**src/hdl/bbb_pkg.sv**
```systemverilog
`timescale 1ns / 1ps
// ----------------------------------------------------------------------------
// bbb_pkg: shared types and constants of the bounded buffer broker
// field widths, reply codes, register indexes and controller/datapath links
// ----------------------------------------------------------------------------
package bbb_pkg;

    localparam int NODES_DEF      = 16;
    localparam int BUF_DEPTH_DEF  = 16;
    localparam int WAIT_DEPTH_DEF = 16;

    localparam int KIND_W  = 2;
    localparam int SRC_W   = 4;
    localparam int VAL_W   = 20;
    localparam int TAG_W   = 3;
    localparam int SUM_W   = 24;
    localparam int LIMIT_W = 5;
    localparam int TICK_W  = 32;
    localparam int WAIT_W  = SRC_W + VAL_W;

    localparam int IN_DATA_W  = 24;
    localparam int OUT_DATA_W = 56;
    localparam int OUT_PAD_W  = OUT_DATA_W - (SRC_W + VAL_W + 1 + SUM_W);
    localparam int ADDR_W     = 3;
    localparam int APB_DATA_W = 32;

    localparam logic [LIMIT_W-1:0] LIMIT_RESET     = 5'd2;
    localparam logic [TICK_W-1:0]  RUN_TICKS_RESET = 32'd1000;
    localparam logic [SUM_W-1:0]   SUM_MAX         = '1;

    typedef enum logic [KIND_W-1:0] {
        KIND_OFFER   = 2'd0,
        KIND_REQUEST = 2'd1,
        KIND_REPORT  = 2'd2,
        KIND_TICK    = 2'd3
    } kind_t;

    typedef enum logic [TAG_W-1:0] {
        TAG_NONE   = 3'd0,
        TAG_ACK    = 3'd1,
        TAG_ITEM   = 3'd2,
        TAG_EMPTY  = 3'd3,
        TAG_CANCEL = 3'd4
    } tag_t;

    typedef enum logic {
        REG_BUFFER_LIMIT = 1'b0,
        REG_RUN_TICKS    = 1'b1
    } reg_idx_t;

    typedef struct packed {
        logic [SRC_W-1:0] dest;
        tag_t             tag;
        logic [VAL_W-1:0] payload;
    } res_t;

    typedef struct packed {
        logic take;
        logic exec;
        logic rel;
        logic rel_slot;
        logic load_out;
        logic out_sel;
        logic out_none;
        logic out_last;
    } bbb_cmd_t;

    typedef struct packed {
        logic exec_emits;
        logic can_release;
    } bbb_sts_t;

endpackage

```
**src/hdl/bbb_ctrl.sv**
```systemverilog
`timescale 1ns / 1ps
// ----------------------------------------------------------------------------
// bbb_ctrl: broker sequencer
// steps one item through execute, release checks and result send-out
// ----------------------------------------------------------------------------
module bbb_ctrl
(
    input  logic              clk,
    input  logic              rst_n,
    input  logic              s_tvalid,
    output logic              s_tready,
    output logic              m_tvalid,
    input  logic              m_tready,
    input  bbb_pkg::bbb_sts_t sts,
    output bbb_pkg::bbb_cmd_t cmd
);
    import bbb_pkg::*;

    typedef enum logic [2:0] {
        ST_IDLE,
        ST_EXEC,
        ST_GAP,
        ST_CHECK,
        ST_SEND0,
        ST_SEND1
    } state_t;

    state_t     state_reg, state_next;
    logic [1:0] res_cnt_reg, res_cnt_next;
    logic       out_valid_reg, out_valid_next;
    logic       can_load;

    assign can_load = !out_valid_reg || m_tready;
    assign s_tready = (state_reg == ST_IDLE);
    assign m_tvalid = out_valid_reg;

    always_comb
    begin
        cmd          = '0;
        cmd.take     = s_tvalid && (state_reg == ST_IDLE);
        cmd.exec     = (state_reg == ST_EXEC);
        cmd.rel      = (state_reg == ST_CHECK) && (res_cnt_reg < 2'd2) && sts.can_release;
        cmd.rel_slot = res_cnt_reg[0];
        cmd.load_out = ((state_reg == ST_SEND0) || (state_reg == ST_SEND1)) && can_load;
        cmd.out_sel  = (state_reg == ST_SEND1);
        cmd.out_none = (state_reg == ST_SEND0) && (res_cnt_reg == 2'd0);
        cmd.out_last = (state_reg == ST_SEND1) || (res_cnt_reg != 2'd2);
    end

    always_comb
    begin
        state_next   = state_reg;
        res_cnt_next = res_cnt_reg;
        case (state_reg)
            ST_IDLE:
            begin
                if (cmd.take)
                begin
                    state_next   = ST_EXEC;
                    res_cnt_next = 2'd0;
                end
            end
            ST_EXEC:
            begin
                res_cnt_next = {1'b0, sts.exec_emits};
                state_next   = ST_GAP;
            end
            ST_GAP:
            begin
                state_next = ST_CHECK;
            end
            ST_CHECK:
            begin
                if (cmd.rel)
                begin
                    res_cnt_next = res_cnt_reg + 2'd1;
                    state_next   = ST_GAP;
                end
                else
                begin
                    state_next = ST_SEND0;
                end
            end
            ST_SEND0:
            begin
                if (can_load)
                begin
                    state_next = (res_cnt_reg == 2'd2) ? ST_SEND1 : ST_IDLE;
                end
            end
            ST_SEND1:
            begin
                if (can_load)
                begin
                    state_next = ST_IDLE;
                end
            end
            default:
            begin
                state_next = ST_IDLE;
            end
        endcase
    end

    always_comb
    begin
        out_valid_next = out_valid_reg;
        if (cmd.load_out)
        begin
            out_valid_next = 1'b1;
        end
        else if (m_tready)
        begin
            out_valid_next = 1'b0;
        end
    end

    always_ff @(posedge clk or negedge rst_n)
    begin
        if (!rst_n)
        begin
            state_reg     <= ST_IDLE;
            res_cnt_reg   <= 2'd0;
            out_valid_reg <= 1'b0;
        end
        else
        begin
            state_reg     <= state_next;
            res_cnt_reg   <= res_cnt_next;
            out_valid_reg <= out_valid_next;
        end
    end

    // a held result word is never overwritten
    a_no_overwrite: assert property (@(posedge clk) disable iff (!rst_n)
        cmd.load_out |-> (!out_valid_reg || m_tready))
        else $error("result word overwritten while held");

    // an accepted word goes straight to execute
    a_take_exec: assert property (@(posedge clk) disable iff (!rst_n)
        (s_tvalid && s_tready) |=> (state_reg == ST_EXEC))
        else $error("accepted word not executed");

    // a result word stays offered until it is taken
    a_out_hold: assert property (@(posedge clk) disable iff (!rst_n)
        (m_tvalid && !m_tready) |=> m_tvalid)
        else $error("result word dropped before it was taken");

endmodule

```
**src/hdl/bbb_datapath.sv**
```systemverilog
`timescale 1ns / 1ps
// ----------------------------------------------------------------------------
// bbb_datapath: broker state and result path
// work fifo, deferred producer fifo, finished map, tick and consumed counters
// ----------------------------------------------------------------------------
module bbb_datapath
#(
    parameter int NODES      = bbb_pkg::NODES_DEF,
    parameter int BUF_DEPTH  = bbb_pkg::BUF_DEPTH_DEF,
    parameter int WAIT_DEPTH = bbb_pkg::WAIT_DEPTH_DEF
)
(
    input  logic                         clk,
    input  logic                         rst_n,
    input  bbb_pkg::bbb_cmd_t            cmd,
    output bbb_pkg::bbb_sts_t            sts,
    input  bbb_pkg::kind_t               in_kind,
    input  logic [bbb_pkg::SRC_W-1:0]    in_src,
    input  logic [bbb_pkg::VAL_W-1:0]    in_val,
    input  logic [bbb_pkg::LIMIT_W-1:0]  buffer_limit,
    input  logic [bbb_pkg::TICK_W-1:0]   run_ticks,
    output bbb_pkg::res_t                out_res,
    output logic                         out_last,
    output logic                         out_all_done,
    output logic [bbb_pkg::SUM_W-1:0]    out_total
);
    import bbb_pkg::*;

    localparam int BP = (BUF_DEPTH > 1) ? $clog2(BUF_DEPTH) : 1;
    localparam int BC = $clog2(BUF_DEPTH + 1);
    localparam int WP = (WAIT_DEPTH > 1) ? $clog2(WAIT_DEPTH) : 1;
    localparam int WC = $clog2(WAIT_DEPTH + 1);
    localparam int FT = $clog2(NODES);

    // latched item
    kind_t            kind_reg;
    logic [SRC_W-1:0] src_reg;
    logic [VAL_W-1:0] val_reg;

    // work fifo
    logic [VAL_W-1:0] work_mem [BUF_DEPTH];
    logic [VAL_W-1:0] work_rd_reg;
    logic [BP-1:0]    work_head_reg, work_head_next;
    logic [BP-1:0]    work_tail_reg, work_tail_next;
    logic [BC-1:0]    work_count_reg, work_count_next;

    // deferred producer fifo
    logic [WAIT_W-1:0] wait_mem [WAIT_DEPTH];
    logic [WAIT_W-1:0] wait_rd_reg;
    logic [WP-1:0]     wait_head_reg, wait_head_next;
    logic [WP-1:0]     wait_tail_reg, wait_tail_next;
    logic [WC-1:0]     wait_count_reg, wait_count_next;

    logic [NODES-1:0]  finished_map_reg, finished_map_next;
    logic [FT-1:0]     finished_total_reg, finished_total_next;
    logic [TICK_W-1:0] tick_count_reg, tick_count_next;
    logic [SUM_W-1:0]  consumed_sum_reg, consumed_sum_next;

    res_t slot_reg [2];

    logic             good_src;
    logic             expired;
    logic [31:0]      cap;
    logic             work_full;
    logic             wait_room;
    logic [NODES-1:0] src_onehot;
    logic             newly;
    logic [SUM_W:0]   sum_wide;
    logic             all_done;

    logic             do_tick, do_report, do_abort, do_push, do_defer, do_pop, emit;
    tag_t             emit_tag;
    logic [VAL_W-1:0] emit_payload;

    logic             work_wr_en, work_rd_en;
    logic [VAL_W-1:0] work_wr_data;
    logic             wait_wr_en;

    always_ff @(posedge clk)
    begin
        if (cmd.take)
        begin
            kind_reg <= in_kind;
            src_reg  <= in_src;
            val_reg  <= in_val;
        end
    end

    assign good_src  = (src_reg != '0) && (32'(src_reg) < NODES);
    assign expired   = (tick_count_reg >= run_ticks);
    assign wait_room = (32'(wait_count_reg) < WAIT_DEPTH);
    assign work_full = (32'(work_count_reg) >= cap);
    assign all_done  = (32'(finished_total_reg) >= NODES - 1);

    // capacity clamped to one .. BUF_DEPTH
    always_comb
    begin
        if (buffer_limit == '0)
        begin
            cap = 32'd1;
        end
        else if (32'(buffer_limit) > BUF_DEPTH)
        begin
            cap = BUF_DEPTH;
        end
        else
        begin
            cap = 32'(buffer_limit);
        end
    end

    always_comb
    begin
        for (int i = 0; i < NODES; i++)
        begin
            src_onehot[i] = (32'(src_reg) == i);
        end
    end

    assign newly = ((finished_map_reg & src_onehot) == '0);

    // main action of one item
    always_comb
    begin
        do_tick      = 1'b0;
        do_report    = 1'b0;
        do_abort     = 1'b0;
        do_push      = 1'b0;
        do_defer     = 1'b0;
        do_pop       = 1'b0;
        emit         = 1'b0;
        emit_tag     = TAG_NONE;
        emit_payload = '0;
        if (kind_reg == KIND_TICK)
        begin
            do_tick = 1'b1;
        end
        else if (!good_src)
        begin
            emit = 1'b0;
        end
        else if (kind_reg == KIND_REPORT)
        begin
            do_report = 1'b1;
        end
        else if (expired)
        begin
            do_abort = 1'b1;
            emit     = 1'b1;
            emit_tag = TAG_CANCEL;
        end
        else if (kind_reg == KIND_OFFER)
        begin
            if (!work_full)
            begin
                do_push  = 1'b1;
                emit     = 1'b1;
                emit_tag = TAG_ACK;
            end
            else if (wait_room)
            begin
                do_defer = 1'b1;
            end
        end
        else
        begin
            emit = 1'b1;
            if (work_count_reg != '0)
            begin
                do_pop       = 1'b1;
                emit_tag     = TAG_ITEM;
                emit_payload = work_rd_reg;
            end
            else
            begin
                emit_tag = TAG_EMPTY;
            end
        end
    end

    assign sts.exec_emits  = emit;
    assign sts.can_release = (wait_count_reg != '0) && !work_full;

    assign work_wr_en   = (cmd.exec && do_push) || cmd.rel;
    assign work_wr_data = cmd.rel ? wait_rd_reg[VAL_W-1:0] : val_reg;
    assign work_rd_en   = cmd.exec && do_pop;
    assign wait_wr_en   = cmd.exec && do_defer;

    always_ff @(posedge clk)
    begin
        if (work_wr_en)
        begin
            work_mem[work_tail_reg] <= work_wr_data;
        end
        work_rd_reg <= work_mem[work_head_reg];
    end

    always_ff @(posedge clk)
    begin
        if (wait_wr_en)
        begin
            wait_mem[wait_tail_reg] <= {src_reg, val_reg};
        end
        wait_rd_reg <= wait_mem[wait_head_reg];
    end

    always_comb
    begin
        work_head_next  = work_head_reg;
        work_tail_next  = work_tail_reg;
        work_count_next = work_count_reg;
        if (work_wr_en)
        begin
            work_tail_next  = (work_tail_reg == BP'(BUF_DEPTH - 1)) ? '0
                                                                    : work_tail_reg + 1'b1;
            work_count_next = work_count_reg + 1'b1;
        end
        else if (work_rd_en)
        begin
            work_head_next  = (work_head_reg == BP'(BUF_DEPTH - 1)) ? '0
                                                                    : work_head_reg + 1'b1;
            work_count_next = work_count_reg - 1'b1;
        end
    end

    always_comb
    begin
        wait_head_next  = wait_head_reg;
        wait_tail_next  = wait_tail_reg;
        wait_count_next = wait_count_reg;
        if (wait_wr_en)
        begin
            wait_tail_next  = (wait_tail_reg == WP'(WAIT_DEPTH - 1)) ? '0
                                                                     : wait_tail_reg + 1'b1;
            wait_count_next = wait_count_reg + 1'b1;
        end
        else if (cmd.rel)
        begin
            wait_head_next  = (wait_head_reg == WP'(WAIT_DEPTH - 1)) ? '0
                                                                     : wait_head_reg + 1'b1;
            wait_count_next = wait_count_reg - 1'b1;
        end
    end

    assign sum_wide = {1'b0, consumed_sum_reg} + (SUM_W + 1)'(val_reg);

    always_comb
    begin
        finished_map_next   = finished_map_reg;
        finished_total_next = finished_total_reg;
        tick_count_next     = tick_count_reg;
        consumed_sum_next   = consumed_sum_reg;
        if (cmd.exec)
        begin
            if ((do_report || do_abort) && newly)
            begin
                finished_map_next   = finished_map_reg | src_onehot;
                finished_total_next = finished_total_reg + 1'b1;
            end
            if (do_report)
            begin
                consumed_sum_next = sum_wide[SUM_W] ? SUM_MAX : sum_wide[SUM_W-1:0];
            end
            if (do_tick && (tick_count_reg != '1))
            begin
                tick_count_next = tick_count_reg + 1'b1;
            end
        end
    end

    always_ff @(posedge clk or negedge rst_n)
    begin
        if (!rst_n)
        begin
            work_head_reg      <= '0;
            work_tail_reg      <= '0;
            work_count_reg     <= '0;
            wait_head_reg      <= '0;
            wait_tail_reg      <= '0;
            wait_count_reg     <= '0;
            finished_map_reg   <= '0;
            finished_total_reg <= '0;
            tick_count_reg     <= '0;
            consumed_sum_reg   <= '0;
        end
        else
        begin
            work_head_reg      <= work_head_next;
            work_tail_reg      <= work_tail_next;
            work_count_reg     <= work_count_next;
            wait_head_reg      <= wait_head_next;
            wait_tail_reg      <= wait_tail_next;
            wait_count_reg     <= wait_count_next;
            finished_map_reg   <= finished_map_next;
            finished_total_reg <= finished_total_next;
            tick_count_reg     <= tick_count_next;
            consumed_sum_reg   <= consumed_sum_next;
        end
    end

    // result slots and output word
    always_ff @(posedge clk)
    begin
        if (cmd.exec && emit)
        begin
            slot_reg[0] <= '{dest: src_reg, tag: emit_tag, payload: emit_payload};
        end
        if (cmd.rel)
        begin
            slot_reg[cmd.rel_slot] <= '{dest: wait_rd_reg[WAIT_W-1:VAL_W], tag: TAG_ACK,
                                        payload: '0};
        end
        if (cmd.load_out)
        begin
            if (cmd.out_none)
            begin
                out_res <= '{dest: '0, tag: TAG_NONE, payload: '0};
            end
            else
            begin
                out_res <= slot_reg[cmd.out_sel];
            end
            out_last     <= cmd.out_last;
            out_all_done <= all_done;
            out_total    <= consumed_sum_reg;
        end
    end

    a_work_bound: assert property (@(posedge clk) disable iff (!rst_n)
        32'(work_count_reg) <= BUF_DEPTH)
        else $error("work fifo count out of range");

    a_wait_bound: assert property (@(posedge clk) disable iff (!rst_n)
        32'(wait_count_reg) <= WAIT_DEPTH)
        else $error("wait fifo count out of range");

    a_finished_sync: assert property (@(posedge clk) disable iff (!rst_n)
        32'(finished_total_reg) == $countones(finished_map_reg))
        else $error("finished total disagrees with finished map");

endmodule

```
**src/hdl/bounded_buffer_broker_unit.sv**
```systemverilog
`timescale 1ns / 1ps
// a taken input word passes execute, a read settle step and a release check before its
//   first result word is loaded, plus a settle and check per deferred producer released
// the one-item sequencer takes no new input word until its last result word is loaded,
//   and a load waits while the held output word is not taken (a second word adds a send)
// reset: rst_n asynchronous, clears fifo pointers, counters, finished map and
//   loads register defaults; fifo memories are not cleared (no clearing pass)
// ----------------------------------------------------------------------------
// bounded_buffer_broker_unit: producer/consumer broker top level
// apb register port, stream input of requests, stream output of replies
// ----------------------------------------------------------------------------
module bounded_buffer_broker_unit
#(
    parameter int NODES      = bbb_pkg::NODES_DEF,
    parameter int BUF_DEPTH  = bbb_pkg::BUF_DEPTH_DEF,
    parameter int WAIT_DEPTH = bbb_pkg::WAIT_DEPTH_DEF
)
(
    input  logic                              clk,
    input  logic                              rst_n,
    // register port
    input  logic                              psel,
    input  logic                              penable,
    input  logic                              pwrite,
    input  logic [bbb_pkg::ADDR_W-1:0]        paddr,
    input  logic [bbb_pkg::APB_DATA_W-1:0]    pwdata,
    output logic [bbb_pkg::APB_DATA_W-1:0]    prdata,
    output logic                              pready,
    // request stream
    input  logic                              s_tvalid,
    output logic                              s_tready,
    input  logic [bbb_pkg::IN_DATA_W-1:0]     s_tdata,   // source[3:0], value[23:4]
    input  logic [bbb_pkg::KIND_W-1:0]        s_tuser,   // req_type[1:0]
    // reply stream
    output logic                              m_tvalid,
    input  logic                              m_tready,
    output logic [bbb_pkg::OUT_DATA_W-1:0]    m_tdata,   // dest[3:0], payload[23:4],
                                                         // all_done[24], consumed sum[48:25],
                                                         // zero[55:49]
    output logic [bbb_pkg::TAG_W-1:0]         m_tuser,   // reply_tag[2:0]
    output logic                              m_tlast
);
    import bbb_pkg::*;

    // configuration registers
    logic [LIMIT_W-1:0] buffer_limit_reg;
    logic [TICK_W-1:0]  run_ticks_reg;
    logic               cfg_write;
    reg_idx_t           cfg_idx;

    bbb_cmd_t           cmd;
    bbb_sts_t           sts;
    res_t               out_res;
    logic               out_last;
    logic               out_all_done;
    logic [SUM_W-1:0]   out_total;

    assign pready    = 1'b1;
    assign cfg_idx   = reg_idx_t'(paddr[2]);
    // register lands on the access phase of the write
    assign cfg_write = psel && penable && pwrite && pready;

    always_ff @(posedge clk or negedge rst_n)
    begin
        if (!rst_n)
        begin
            buffer_limit_reg <= LIMIT_RESET;
            run_ticks_reg    <= RUN_TICKS_RESET;
        end
        else if (cfg_write)
        begin
            case (cfg_idx)
                REG_BUFFER_LIMIT: buffer_limit_reg <= pwdata[LIMIT_W-1:0];
                REG_RUN_TICKS:    run_ticks_reg    <= pwdata[TICK_W-1:0];
                default:          buffer_limit_reg <= buffer_limit_reg;
            endcase
        end
    end

    // read-back, byte lanes above the register width read as zero
    always_comb
    begin
        case (cfg_idx)
            REG_BUFFER_LIMIT: prdata = APB_DATA_W'(buffer_limit_reg);
            REG_RUN_TICKS:    prdata = APB_DATA_W'(run_ticks_reg);
            default:          prdata = '0;
        endcase
    end

    // sequencer: takes one word, walks it through execute and up to two
    // releases, then hands the results to the output register
    bbb_ctrl u_ctrl
    (
        .clk      (clk),
        .rst_n    (rst_n),
        .s_tvalid (s_tvalid),
        .s_tready (s_tready),
        .m_tvalid (m_tvalid),
        .m_tready (m_tready),
        .sts      (sts),
        .cmd      (cmd)
    );

    // fifos, finished map, counters, result slots and output register
    bbb_datapath
    #(
        .NODES      (NODES),
        .BUF_DEPTH  (BUF_DEPTH),
        .WAIT_DEPTH (WAIT_DEPTH)
    )
    u_datapath
    (
        .clk          (clk),
        .rst_n        (rst_n),
        .cmd          (cmd),
        .sts          (sts),
        .in_kind      (kind_t'(s_tuser)),
        .in_src       (s_tdata[SRC_W-1:0]),
        .in_val       (s_tdata[SRC_W+VAL_W-1:SRC_W]),
        .buffer_limit (buffer_limit_reg),
        .run_ticks    (run_ticks_reg),
        .out_res      (out_res),
        .out_last     (out_last),
        .out_all_done (out_all_done),
        .out_total    (out_total)
    );

    // reply word packing, lowest field first
    assign m_tdata = {{OUT_PAD_W{1'b0}}, out_total, out_all_done, out_res.payload,
                      out_res.dest};
    assign m_tuser = out_res.tag;
    assign m_tlast = out_last;

endmodule

```
**config.mk**
```make
export PLATFORM = sky130hd
export DESIGN_NAME = bounded_buffer_broker_unit
export DESIGN_NICKNAME = d
export VERILOG_FILES = /design/src/hdl/bbb_pkg.sv /design/src/hdl/bbb_ctrl.sv /design/src/hdl/bbb_datapath.sv /design/src/hdl/bounded_buffer_broker_unit.sv
export SDC_FILE = /design/constraint.sdc
export NUM_CORES = 1
export LEC_CHECK = 0
export ABC_AREA = 0
export BUFFER_PORTS_ARGS = -buffer_cell sky130_fd_sc_hd__buf_2
export CAP_MARGIN = 20
export CORE_MARGIN = 2
export CORE_UTILIZATION = 48
export DETAILED_ROUTE_END_ITERATION = 8
export GPL_TIMING_DRIVEN = 0
export PLACE_DENSITY = 0.7
export SYNTH_ARGS = -nofsm -noshare
export SYNTH_HDL_FRONTEND = slang
export SYNTH_HIERARCHICAL = 1
export SYNTH_SLANG_ARGS = --single-unit
```
**constraint.sdc**
```tcl
create_clock -name clk -period 7.8 [get_ports clk]
set_input_delay 2.34 -clock clk [delete_from_list [all_inputs] [get_ports clk]]
set_output_delay 2.34 -clock clk [all_outputs]
set_load 0.1 [all_outputs]
```
# After elaboration in Yosys (flattened, before gate mapping)
# Memory sizes are Yosys's and may differ from the RTL's. A register that Yosys moved wholly into a read port is not among the register bits.
# Index checks and enable logic that the tools add are counted.
[totals] register_bits=197 mem_bits_rw=758 wordCells=204 memories=3
[memory_table] name="u_datapath.wait_mem" words=16 word_bits=24 read_ports=1 rd_ports_with_merged_regs=1 write_ports=1 line="bbb_datapath.sv:48" text="logic [WAIT_W-1:0] wait_mem [WAIT_DEPTH];"
[memory_table] name="u_datapath.work_mem" words=16 word_bits=20 read_ports=1 rd_ports_with_merged_regs=1 write_ports=1 line="bbb_datapath.sv:41" text="logic [VAL_W-1:0] work_mem [BUF_DEPTH];"
[memory_table] name="u_datapath.slot_reg" words=2 word_bits=27 read_ports=1 rd_ports_with_merged_regs=1 write_ports=1 line="bbb_datapath.sv:59" text="res_t slot_reg [2];"
[classes] n_addsub=12 magnitude_cmp=6 eq_ne=33 n_mux=80 n_bitwise=5 n_reduce_logical=44
[ops] cell="2-to-1 mux 20 bit" n=7
[ops] cell="case mux 32 bit (2 select lines)" n=1
[ops] cell="== test 4 bit (second input constant)" n=12
[ops] cell="2-to-1 mux 1 bit" n=46
[ops] cell="adder 32 x 1 -> 32 bit (second input constant)" n=1
[ops] cell="greater-or-equal comparator 32 bit" n=1
[ops] cell="greater-or-equal comparator 5 x 32 -> 1 bit" n=1
[ops] cell="2-to-1 mux 32 bit" n=1
[ops] cell="!= test 32 bit (second input constant)" n=1
[ops] cell="2-to-1 mux 3 bit" n=10
[ops] cell="2-to-1 mux 27 bit" n=1
[ops] cell="OR reduction 27 bit" n=1
[ops] cell="adder 24 x 20 -> 25 bit" n=1
[ops] cell="2-to-1 mux 5 bit" n=5
[ops] cell="2-to-1 mux 24 bit" n=1
[ops] cell="adder 4 x 1 -> 4 bit (second input constant)" n=5
[ops] cell="case mux 3 bit (6 select lines)" n=1
[ops] cell="bitwise AND 16 bit" n=1
[ops] cell="== test 4 x 3 -> 1 bit (second input constant)" n=4
[ops] cell="zero test 16 bit" n=1
[ops] cell="2-to-1 mux 4 bit" n=4
[ops] cell="bitwise OR 16 bit" n=1
[ops] cell="logical AND 1 bit" n=14
[ops] cell="AND reduction 2 bit" n=7
[ops] cell="other kinds (29)" n=52

# Depth between registers and ports, before layout
# Gate-level depths: netlist (run 1).
[logic_depth] depth_word=14 mapped_depth=18 mapped_depth_nobuf=17

# Cells and area by module
# Netlist (run 1), hierarchy kept.
[by_module_without_submodules] module="bbb_datapath" instances=1 cells_per_inst=2010 area_each_um2=38105.3
[by_module_without_submodules] module="bounded_buffer_broker_unit" instances=1 cells_per_inst=125 area_each_um2=1839.3
[by_module_without_submodules] module="bbb_ctrl" instances=1 cells_per_inst=50 area_each_um2=462.9

# Least setup slack after synthesis (run 1)
# No wires, ideal clock.
[synth_timing] path_kind="in2out" start="in paddr[2] (netlist name)" end="out prdata[29] (netlist name)" arrival_ps=3353 t_required_ps=5460 setup_slack_ps=2107 path_stages=2 n_path_buf=1 path_cell_list="clkbuf_1 and2_1"
[synth_between] elab_chain_len=2
[synth_lines] item="start: declaration" line="bounded_buffer_broker_unit.sv:25" text="input logic [bbb_pkg::ADDR_W-1:0] paddr,"
[synth_lines] item="inverter 1 bit (no line)"
[synth_lines] item="case mux 32 bit (2 select lines) *" line="bounded_buffer_broker_unit.sv:83" text="case (cfg_idx)"
[synth_lines] item="end: declaration" line="bounded_buffer_broker_unit.sv:27" text="output logic [bbb_pkg::APB_DATA_W-1:0] prdata,"
# Mark *: on every way between the ends. The rest lies on a longest branch, timed or not.

# Worst setup path in the final report (run 1)
[layout_timing] start="in paddr[2] (netlist name)" end="out prdata[2] (netlist name)"
# Same word-level chain as after synthesis.

==> results.txt, run 1 <==
Outcome - finished, final reports clean
Clock share of power - 0.303
Worst-path fanout max - 10
M3 GR Usage - 0.03119
Req. time, crit path - 5460 ps
Ranking of synthesized cells by area - edfxtp_1, mux4_2, dfrtp_1
Vias per cell - 5.801
Post-synth cell types - 81
Clock latency on the worst-skew pair - 660 ps
Max FFs per register - 384
H-tree depth - 3
Clk sink count - 1002
Final net count - 2626
Congestion Overflow GR - 0
Post-Route WL - 89.93 mm
Top flop regs - u_datapath/wait_mem x384, u_datapath/work_mem x320
Total negative slack - 0 ps
Synthesized area per cell - 18.49 um^2
Largest net degree at the start of global routing - 84
Core ar. - 83560 um^2
Sw Pwr - 0.005052 W
Rows - 106
Hold crit path type - reg2reg
Largest stage delay on the critical path - 400 ps
N_diodes - 0
Synth Flop Type - edfxtp_1
Ys Warns - 6
Power, Total - 0.01657 W
Area leader, netlist - edfxtp_1
Largest register by flop count - u_datapath/wait_mem
Pleak - 16.53 nW
Mapped Cells - 2185
Initial Utilization - 0.4836
TritonCTS Buffers - 98
Register-to-register setup slack - 2710 ps
Cell area after synthesis - 40410 um^2
Routability cong. - 0.8109
CTS tree - yes
Die H - 294.1 um
Fin. max-slew vios - 0
Period minus WS final - 5922 ps
GR Util met2 - 0.3623
DR vias - 21130
Initial antenna violation count - 1
Hold Crit Depth - 2
Post-DP HPWL - 58.71 mm
Switching Share - 0.3050
Most common cell on crit path - buf_2
R2r startpoint - buffer_limit_reg[1]$_DFFE_PN1P_
Worst rel slew slack - 0.2889
Highest clock rate - 168.9 MHz
Worst Clk Skew - 39.71 ps
Async S/R FF share, synth - 0.1437
Bufs on Longest Clock Path - 3
Iter 0 DRT Violations - 1804
Comb pwr share - 0.277
Area Overhead vs Synth - 15.75%
Type of origin of the critical path - input pin
Crit. End Element - output port
Hold Path Sink - u_datapath/slot_reg[0][19]$_SDFFE_PP0P_
Input/output buffers - 152
Number of global-route vias before repair - 22040
Register area share after synthesis - 0.7104
Pint - 0.01151 W
CTS clk-pin slew, worst paths - 60 ps
Power density over cell area - 354.2 nW/um^2
Fin crit share - 0.7592
CP Class - in2out
Most common cell after layout, fill and taps aside - edfxtp_1
# Max-Cap Violations - 0
Drt pass-1 iters - 6
Layout cell share with drive strength beyond 1 - 0.2840
GRT Overall Usage - 0.2110
Routed Antenna Nets - 0
Slew @ Worst Pin - 1062 ps
Die area - 86520 um^2
Final hold vios - 0
Die X-Extent - 294.1 um
DRC - 0
Worst r2r path cells - 14
DR WL/cell - 24.68 um
Slowest-stage cell, CP - mux2_2
Post-CTS Hold Buffers - 0
Post-synth EDFFs - 791
Yosys top cell area share - 0.5878
First-pass GRT wire length - 135.6 mm
Crit path DAT - 3580 ps
Synth Register Bits - 1002
Post-cts gate resize count - 0
Hold Startpoint - u_datapath/work_rd_reg[19]$_DFF_P_
Setup violators final - 0
Reg power frac - 0.420
Setup repair bufs after CTS - 0
Crit-path cells - buf_2 > clkbuf_1 > mux2_2 > buf_2
CTS root buffer - clkbuf_16
Most frequent cells in the layout - edfxtp_1, mux4_2, buf_2
IR drop worst, VDD - 0.2234 mV
Layer carrying the most global-route usage - met2
I/O pin cnt - 163
End of the worst register-to-register path - u_datapath/work_mem[12][5]$_DFFE_PP_
Met1 usage - 0.2782
RSZ-0062 raised after global routing - false
power by group through the flow:
stage	logic (W)	registers, W	clock network [W]
2_1_floorplan	0.00315	0.00713	0
3_3_place_gp	0.00436	0.00702	0
3_5_place_dp	0.00457	0.00705	0
4_1_cts	0.00460	0.00695	0.00512
5_1_grt	0.00492	0.00702	0.00532
6_report	0.00459	0.00695	0.00502
final cells by class:
cell class / instances / area, um^2
clock buffer: 121 / 2673
fill: 6242 / 36780
tap: 1080 / 1351
inverter: 51 / 191.4
clock inverter: 64 / 825.8
timing repair buffer: 187 / 1451
multi-input combinational: 1032 / 11070
sequential: 1002 / 28710
buffer: 106 / 506.7
cells by family after synthesis:
group / synth area share
compound gates: 0.03307
xor+xnor: 0.01301
fa+ha+maj: 0.02533
buf+inv: 0.01728
flops: 0.7104
mux: 0.1488
other cells: 0.0001859
simple gates: 0.05187
metal layers:
| layer | up-vias | share of wire |
|---|---|---|
| li1 | 9225 | - |
| met1 | 11040 | 0.40 |
| met2 | 713 | 0.51 |
| met3 | 157 | 0.058 |
| met4 | 0 | 0.025 |
| met5 | - | 0 |
cells in the mapped netlist, drive strengths merged (51+ instances only):
cell type,n
inv,51
edfxtp,791
dfxtp,67
mux2,77
nor2,52
dfrtp,137
buf,54
clkbuf,52
mux4,220
ha,77
and2,73
nand3,55
nand2,89
worst max path at each step:
stage                                                from  cells past startpoint  slack, ps                                  end
after detailed placement                         paddr[2]                      4       1890                            prdata[2]
after global routing                             paddr[2]                      4       1790                            prdata[4]
final                                            paddr[2]                      4       1880                            prdata[2]
after CTS                                        paddr[2]                      4       1880                            prdata[2]
after global placement    buffer_limit_reg[1]$_DFFE_PN1P_                     11        320  u_datapath/wait_mem[4][3]$_DFFE_PP_
after floorplan                                  paddr[2]                      2       2110                           prdata[29]
metrics by stage:
step           std cells  hold WS, ps    util  setup WS, ps  instance area [um^2]
6_report            3643        449.9  0.5598          1878                 46770
5_1_grt             3643        460.6  0.5598          1789                 46770
4_1_cts             3640        444.9  0.5592          1878                 46730
3_5_place_dp        3455        436.5  0.5174          1886                 43230
3_3_place_gp        3423        428.9  0.5091         320.8                 42540
2_1_floorplan       2191        408.1       -          2107                 40430
critical path: cells and delay by family:
family                 cells  cell delay [ps]
multiplexers               1              400
buffers and inverters      3              840
No activity file was read; power rests on OpenSTA's default activity.
==> inputs of run 2 (changes only) <==
- PLACE_DENSITY: 0.7 -> 0.72
- clock period: 7.8 -> 4.87 ns (I/O delays scaled with it)
==> results.txt, run 2 (synthesis gave the netlist of run 1 again) <==
CTS clk-pin slew, worst paths - 60 ps (about the same)
Power density over cell area - 566.3 nW/um^2 (was 354.2 nW/um^2)
Largest net degree at the start of global routing - 76 (was 84)
Largest stage delay on the critical path - 560 ps (was 400 ps)
Layout cell share with drive strength beyond 1 - 0.2845 (was 0.2840)
CTS root buffer - clkbuf_16 (unchanged)
First-pass GRT wire length - 135.5 mm (was 135.6 mm)
Initial antenna violation count - 1 (unchanged)
TritonCTS Buffers - 100 (was 98)
I/O pin cnt - 163 (unchanged)
CP Buf/Inv Count - 3 (unchanged)
Final net count - 2626 (unchanged)
Power, Total - 0.02635 W (was 0.01657 W)
GRT Overall Usage - 0.2100 (was 0.2110)
CP delay by family, top - simple AND/OR/NAND/NOR gates (was buffers and inverters)
Slowest-stage cell, CP - dfstp_2 (was mux2_2)
Setup violators final - 0 (unchanged)
# Max-Cap Violations - 0 (unchanged)
Post-DP HPWL - 58.89 mm (was 58.71 mm)
Fill cell count - 6209 (was 6242)
Vias per cell - 5.781 (was 5.801)
DR WL/cell - 24.53 um (was 24.68 um)
Fin crit share - 0.9501
Worst r2r path cells - 16 (was 14)
Slew @ Worst Pin - 1071 ps (was 1062 ps)
Req. time, crit path - 5220 ps (was 5460 ps)
Launch point of the worst path - buffer_limit_reg[1]$_DFFE_PN1P_ (was paddr[2])
Worst Clk Skew - 52.34 ps (was 39.71 ps)
Outcome - finished, final reports clean (unchanged)
R2r startpoint - buffer_limit_reg[1]$_DFFE_PN1P_ (unchanged)
Iter 0 DRT Violations - 1805 (was 1804)
Hold crit path type - reg2reg (unchanged)
DR vias - 21080 (was 21130)
Input/output buffers - 152 (unchanged)
Core ar. - 83560 um^2 (unchanged)
Initial Utilization - 0.4836 (unchanged)
Top flop regs - u_datapath/wait_mem x384, u_datapath/work_mem x320 (unchanged)
Multi-input logic area - 11080 um^2 (was 11070 um^2)
Drt pass-1 iters - 5 (was 6)
Period minus WS final - 4627 ps
Fin. max-slew vios - 0 (unchanged)
Crit path DAT - 4980 ps (was 3580 ps)
Largest register by flop count - u_datapath/wait_mem (unchanged)
Final hold vios - 0 (unchanged)
Number of global-route vias before repair - 22100 (was 22040)
DRC - 0 (unchanged)
Crit path depth - 16 (was 4)
Most frequent cells in the layout - edfxtp_1, mux4_2, buf_2 (unchanged)
IR drop worst, VDD - 0.3633 mV (was 0.2234 mV)
Max FFs per register - 384 (unchanged)
Design Area, Final - 46520 um^2 (was 46770 um^2)
Crit-path cells - nor3_1 > nor2_1 > nor2_1 > ha_1 > nand2b_1 > a211oi_1 > o31ai_1 > buf_4 > a21oi_1 > nand2b_1 > nor3_4 > a21oi_1 > buf_2 > nor3_1 > and2_2 > buf_8 (was buf_2 > clkbuf_1 > mux2_2 > buf_2)
Die X-Extent - 294.1 um (unchanged)
Rows - 106 (unchanged)
Hold Startpoint - u_datapath/wait_rd_reg[20]$_DFF_P_ (was u_datapath/work_rd_reg[19]$_DFF_P_)
Pleak - 16.43 nW (was 16.53 nW)
Routed Antenna Nets - 0 (unchanged)
Post-DP Area - 43010 um^2 (was 43230 um^2)
Most common cell after layout, fill and taps aside - edfxtp_1 (unchanged)
H-tree depth - 3 (unchanged)
Congestion Overflow GR - 0 (unchanged)
Clk sink count - 1002 (unchanged)
CTS tree - yes (unchanged)
Area Overhead vs Synth - 15.13% (was 15.75%)
Clock latency on the worst-skew pair - 690 ps (was 660 ps)
Type of origin of the critical path - flop (was input pin)
Die area - 86520 um^2 (unchanged)
Bufs on Longest Clock Path - 3 (unchanged)
RSZ-0062 raised after global routing - false (unchanged)
Worst-path fanout max - 14 (was 10)
Highest clock rate - 216.1 MHz
Routability cong. - 0.8524 (was 0.8109)
Hold Crit Depth - 0 (was 2)
Post-CTS Hold Buffers - 0 (unchanged)
Worst rel slew slack - 0.2861 (was 0.2889)
Die H - 294.1 um (unchanged)
CP Class - reg2reg (was in2out)
Post-Route WL - 89.46 mm (was 89.93 mm)
Crit. End Element - flop (was output port)
Register area - 28710 um^2 (unchanged)
==> run 2: changes by cell type in the layout (fill, tap and decap cells not counted), sizes merged <==
| cell | before | now |
|---|---|---|
| diode | 0 | 1 |
| clkinv | 37 | 42 |
| clkinvlp | 8 | 6 |
| inv | 53 | 52 |
| buf | 241 | 239 |
| bufinv | 17 | 12 |
| clkbuf | 173 | 181 |
==> run 2: metrics by stage <==
step                worst slack (ps)  hold WS, ps  TNS, ps    util  instances
finish                         243.1        447.4        0  0.5568       3647
global route                   20.40        466.3        0  0.5568       3646
CTS                           0.4552        449.4        0  0.5560       3642
detailed placement            -176.4        428.4   -27090  0.5148       3452
global placement               -2463        427.5  -373090  0.5091       3423
floorplan                      607.3        408.1        0       -       2191
==> run 2: routing by layer <==
metal | GRT usage | share of wire | wire length (um) | vias to the layer above
li1 | - | - | - | 9207
met1 | 0.2789 | 0.41 | 36360 | 11060
met2 | 0.3633 | 0.52 | 46160 | 698
met3 | 0.03104 | 0.058 | 5196 | 123
met4 | 0.05674 | 0.019 | 1744 | 0
met5 | 0 | 0 | 0 | -
==> run 2: layout make-up <==
type | instances | area share
buffer | 106 | 0.01092
clock inverter | 61 | 0.01528
multi-input combinational | 1032 | 0.2383
timing repair buffer | 185 | 0.02676
antenna | 1 | 0.00005379
clock buffer | 129 | 0.05852
sequential | 1002 | 0.6170
inverter | 51 | 0.004115
tap | 1080 | 0.02905
==> run 2: path summary, 6_finish.rpt <==
path                                                              endpoint  slack (ps)
min in group asynchronous                    run_ticks_reg[24]$_DFFE_PN0P_         810
worst max register to register        u_datapath/work_mem[6][15]$_DFFE_PP_         240
worst min register to register        u_datapath/slot_reg[1][23]$_DFFE_PP_         450
worst max-delay path                  u_datapath/work_mem[6][15]$_DFFE_PP_         240
max in group asynchronous       u_datapath/finished_map_reg[8]$_DFFE_PN0P_        3150
worst min-delay path                  u_datapath/slot_reg[1][23]$_DFFE_PP_         450
==> run 2: where the power goes <==
group          internal [W]  total (W)  switching [W]
sequential           0.0105     0.0111       0.000602
clock               0.00461    0.00788        0.00327
combinational       0.00308    0.00733        0.00426
==> run 2: repair_timing <==
action	in CTS	in global routing
endpoints found under the setup margin	264	195
resized for setup	6	6
cloned	0	0
setup buffers	0	0
